## src/rtl/core/pfa_pkg.sv

```systemverilog
// ----------------------------------------------------------------------------
// pfa_pkg: shared types and constants of the page free list allocator
// Word layouts of both channels, status and operation codes, register
// indexes and parameter defaults.
// ----------------------------------------------------------------------------
package pfa_pkg;

	localparam int ADDR_W      = 24;
	localparam int CPU_FIELD_W = 3;
	localparam int REG_W       = 13;
	localparam int CFG_INDEX_W = 2;
	// Wide enough for any page number, register value or page count.
	localparam int CMP_W       = 25;

	localparam int CPU_COUNT_DEF        = 8;
	localparam int PAGE_INDEX_BITS_DEF  = 12;
	localparam int PAGE_OFFSET_BITS_DEF = 12;

	localparam logic [CFG_INDEX_W-1:0] REG_LOW_PAGE  = 2'd0;
	localparam logic [CFG_INDEX_W-1:0] REG_HIGH_PAGE = 2'd1;

	localparam logic [REG_W-1:0] LOW_PAGE_RESET  = 13'd0;
	localparam logic [REG_W-1:0] HIGH_PAGE_RESET = 13'd4096;

	typedef enum logic {
		OP_ALLOC = 1'b0,
		OP_FREE  = 1'b1
	} op_t;

	typedef enum logic [1:0] {
		STATUS_OK       = 2'd0,
		STATUS_OOM      = 2'd1,
		STATUS_BAD_FREE = 2'd2
	} status_t;

	typedef struct packed {
		op_t                    operation;
		logic [CPU_FIELD_W-1:0] cpu;
		logic [ADDR_W-1:0]      address;
	} in_word_t;

	typedef struct packed {
		logic [ADDR_W-1:0] page_address;
		status_t           status;
		logic              stolen;
	} out_word_t;

endpackage

```

## src/rtl/core/pfa_cmp.sv

```systemverilog
// ----------------------------------------------------------------------------
// pfa_cmp: shared magnitude comparator
// Unsigned less-than used in turn for each bound check of a free.
// ----------------------------------------------------------------------------
module pfa_cmp #(
	parameter int W = pfa_pkg::CMP_W
) (
	input  logic [W-1:0] a,
	input  logic [W-1:0] b,
	output logic         lt
);

	assign lt = (a < b);

endmodule

```

## config.mk

```make
export PLATFORM = sky130hd
export DESIGN_NAME = pfa_cmp
export DESIGN_NICKNAME = d
export VERILOG_FILES = /design/src/rtl/core/pfa_pkg.sv /design/src/rtl/core/pfa_cmp.sv
export SDC_FILE = /design/constraint.sdc
export NUM_CORES = 1
export LEC_CHECK = 0
export BUFFER_PORTS_ARGS = -buffer_cell sky130_fd_sc_hd__buf_2
export CAP_MARGIN = 15
export CORE_MARGIN = 2
export CORE_UTILIZATION = 41
export DETAILED_ROUTE_END_ITERATION = 6
export GPL_TIMING_DRIVEN = 0
export PLACE_DENSITY = 0.85
export SYNTH_ARGS = -nofsm -noshare
export SYNTH_HDL_FRONTEND = slang
export SYNTH_SLANG_ARGS = --single-unit
```

## constraint.sdc

```tcl
create_clock -name vclk -period 1.8
set_clock_uncertainty 0.1 [all_clocks]
set_input_delay 0.18 -clock vclk [all_inputs]
set_output_delay 0.18 -clock vclk [all_outputs]
set_load 0.1 [all_outputs]
```

==> impl_metrics.py <==
metrics = {
    "outcome": {
        "status": "finished, violations left",
        "violations": "negative setup slack",
    },
    "floorplan": {
        "core_area_sq_um": 1350,
        "ios": 51,
        "die_h_um": 42.6,
        "initial_core_util_pct": 45.1,
        "die_area_sq_um": 1810,
        "die_w_um": 42.6,
        "num_rows": 13,
    },
    "global_routing": {
        "grt_pass1_wl_um": 2750,
        "grt_max_degree": 5,
        "grt-ovfl-total": 0,
        "grt_pass1_vias": 741,
        "track_usage_pct": 18.8,
        "antenna_found_initial": 0,
    },
    "placed_design": {
        "place.gp.congestion": 0.694,
        "preCtsSetupSlack_ns": -0.357,
        "numPortBuffers": 51,
        "dp_hpwl_um": 1500,
    },
    "yosys": {
        "synthAdderAreaFrac_pct": 49.3,
        "synthCells": 79,
        "avgSynthCellArea_sq_um": 7.71,
        "yosysWarnings": 0,
        "ys_seq_area_share_pct": 0,
        "synth_area_sq_um": 609,
        "synth_compound_area_share_pct": 24.6,
        "ys_top_cells_by_area": "ha_1, inv_1, a21o_1",
        "synth_top_cell_by_area": "ha_1",
        "synthDominantCellAreaShare_pct": 49.3,
        "muxShareOfSynthArea_pct": 0,
        "synth_fp_nets": 153,
        "synth_simple_gate_area_share_pct": 11.3,
        "synthXorXnorAreaFrac_pct": 0,
        "yosysUniqueCellTypes": 22,
        "synth_top_family_by_area": "adder cells",
    },
    "sta": {
        "finalSetupViolCount": 1,
        "drv_slew": 0,
        "finalCritPeriodShare_pct": 105,
        "min_period_ns": 1.89,
        "setup_ws_ns": -0.0929,
        "tightest_slew_ns": 0.376,
        "whs_ns": 0.843,
        "finalHoldViolations": 0,
        "rsz0062_at_grt": "yes",
        "clock.fmax_ghz": 0.528,
        "slew_headroom_pct": 74.8,
    },
    "power": {
        "cellLeakagePower_nw": 0.611,
        "p_per_area_nw_per_um2": 239,
        "ir_worst_vdd_uv": 183,
        "power.total_mw": 0.250,
    },
    "flow_run": {
        "cap_violations": 0,
    },
    "final_layout": {
        "nets": 206,
        "seq_area_sq_um": 0,
        "antenna_cells": 0,
        "n_sequential_cell": 0,
        "drive_gt1_share_pct": 50.8,
        "synthToLayoutAreaGrowth_pct": 71.0,
        "nClkBuffers": 0,
        "utilization_pct": 77.2,
    },
    "detailed_routing": {
        "drt_first_pass_iters": 2,
        "drt_iter0_drc": 3,
        "via_count": 724,
        "postRouteAntennaNets": 0,
        "post_drt_wl_per_cell_um": 11.5,
        "via_per_inst": 4.99,
        "drcViolationCount": 0,
        "wirelength_um": 1660,
    },
    "critical_path": {
        "arrival_ns": 1.61,
        "crit_required_ns": 1.52,
        "endpoint_kind": "primary output",
        "path_class": "primary input to primary output",
        "critical_path.max_stage_delay_ns": 0.30,
        "crit_fanout": 2,
        "start_kind": "primary input",
        "worst_path_max_delay_cell": "a211o_1",
        "path_cells": "buf_6 -> ha_4 -> a211o_1 -> a21oi_2 -> o211ai_1 -> a211oi_4 -> buf_12",
    },
    "worst_hold_path": {
        "min_path_type": "primary input to primary output",
    },
    "cts": {
        "post-cts-setup-buffers": 0,
    },
}
==> through the flow <==
step | instances | setup TNS [ns] | cell area (sq um)
2_1_floorplan | 79 | -0.367 | 702
3_3_place_gp | 145 | -0.346 | 976
3_5_place_dp | 145 | -0.357 | 976
4_1_cts | 145 | -0.109 | 1020
5_1_grt | 145 | -0.136 | 1040
6_report | 145 | -0.0929 | 1040
==> cell type report <==
| type | count | area (sq um) |
|---|---|---|
| fillers | 115 | 308 |
| inverters | 24 | 108 |
| multi-input cells | 55 | 611 |
| well taps | 15 | 18.8 |
| repair buffers | 51 | 305 |
==> routing by layer <==
layer	routed length (um)	part of all wire (%)	vias up	GRT usage, %
met5	0	0	-	0
met4	27	1.6	0	1.25
met3	108	6.5	2	2.16
met2	948	57	29	43.1
met1	578	35	311	17.0
li1	-	-	382	-
==> Yosys cell counts <==
cell type  number
ha_1           24
inv_1          24
a21o_1          3
a21oi_1         3
nand4_1         3
o21a_1          3
a211oi_1        2
nand2_1         2
o21ai_0         2
a211o_1         1
a21oi_2         1
a221o_1         1
a221oi_2        1
a31oi_1         1
and2_1          1
and4_1          1
and4_2          1
nand3_1         1
nor3_1          1
nor3b_1         1
o2111ai_1       1
o211ai_1        1
==> cell families (layout without fill, tap and decap cells) <==
kind of cell / Yosys count / count (layout)
AO/OA/AOI/OAI: 20 / 20
adder cells (fa/ha/maj): 24 / 24
buffers and inverters: 24 / 75
AND/OR/NAND/NOR: 11 / 11
==> layout by cell type (no fill, tap or decap), types with 2 or more instances in the layout <==
master / instances
buf_2: 45
inv_1: 20
ha_1: 18
ha_4: 6
buf_6: 4
o21a_1: 3
nand4_1: 3
a21o_1: 3
a21oi_1: 3
inv_4: 2
nand2_1: 2
==> worst max-delay path, delay by kind of cell <==
kind	cells	cell delay (ns)
adder cells (fa/ha/maj)	1	0.23
buffers and inverters	2	0.31
AO/OA/AOI/OAI	4	0.88
==> power breakdown <==
group | leakage, nW | internal (mW) | switching [mW]
sequential | 0 | 0 | 0
clock | 0 | 0 | 0
combinational | 0.611 | 0.133 | 0.116
total | 0.611 | 0.133 | 0.116
==> what timing repair did <==
| action | CTS | global route |
|---|---|---|
| endpoints found under the setup margin | 1 | 1 |
| hold buffers | 0 | 0 |
| pin swaps | 8 | 7 |
| gates resized for setup | 12 | 4 |
==> worst paths after layout <==
path | cells after the start | to | slack, ns | startpoint
worst min-delay path | 5 | lt | 0.84 | a[24]
worst max-delay path | 7 | lt | -0.09 | a[10]
(Power assumes the default switching activity.)
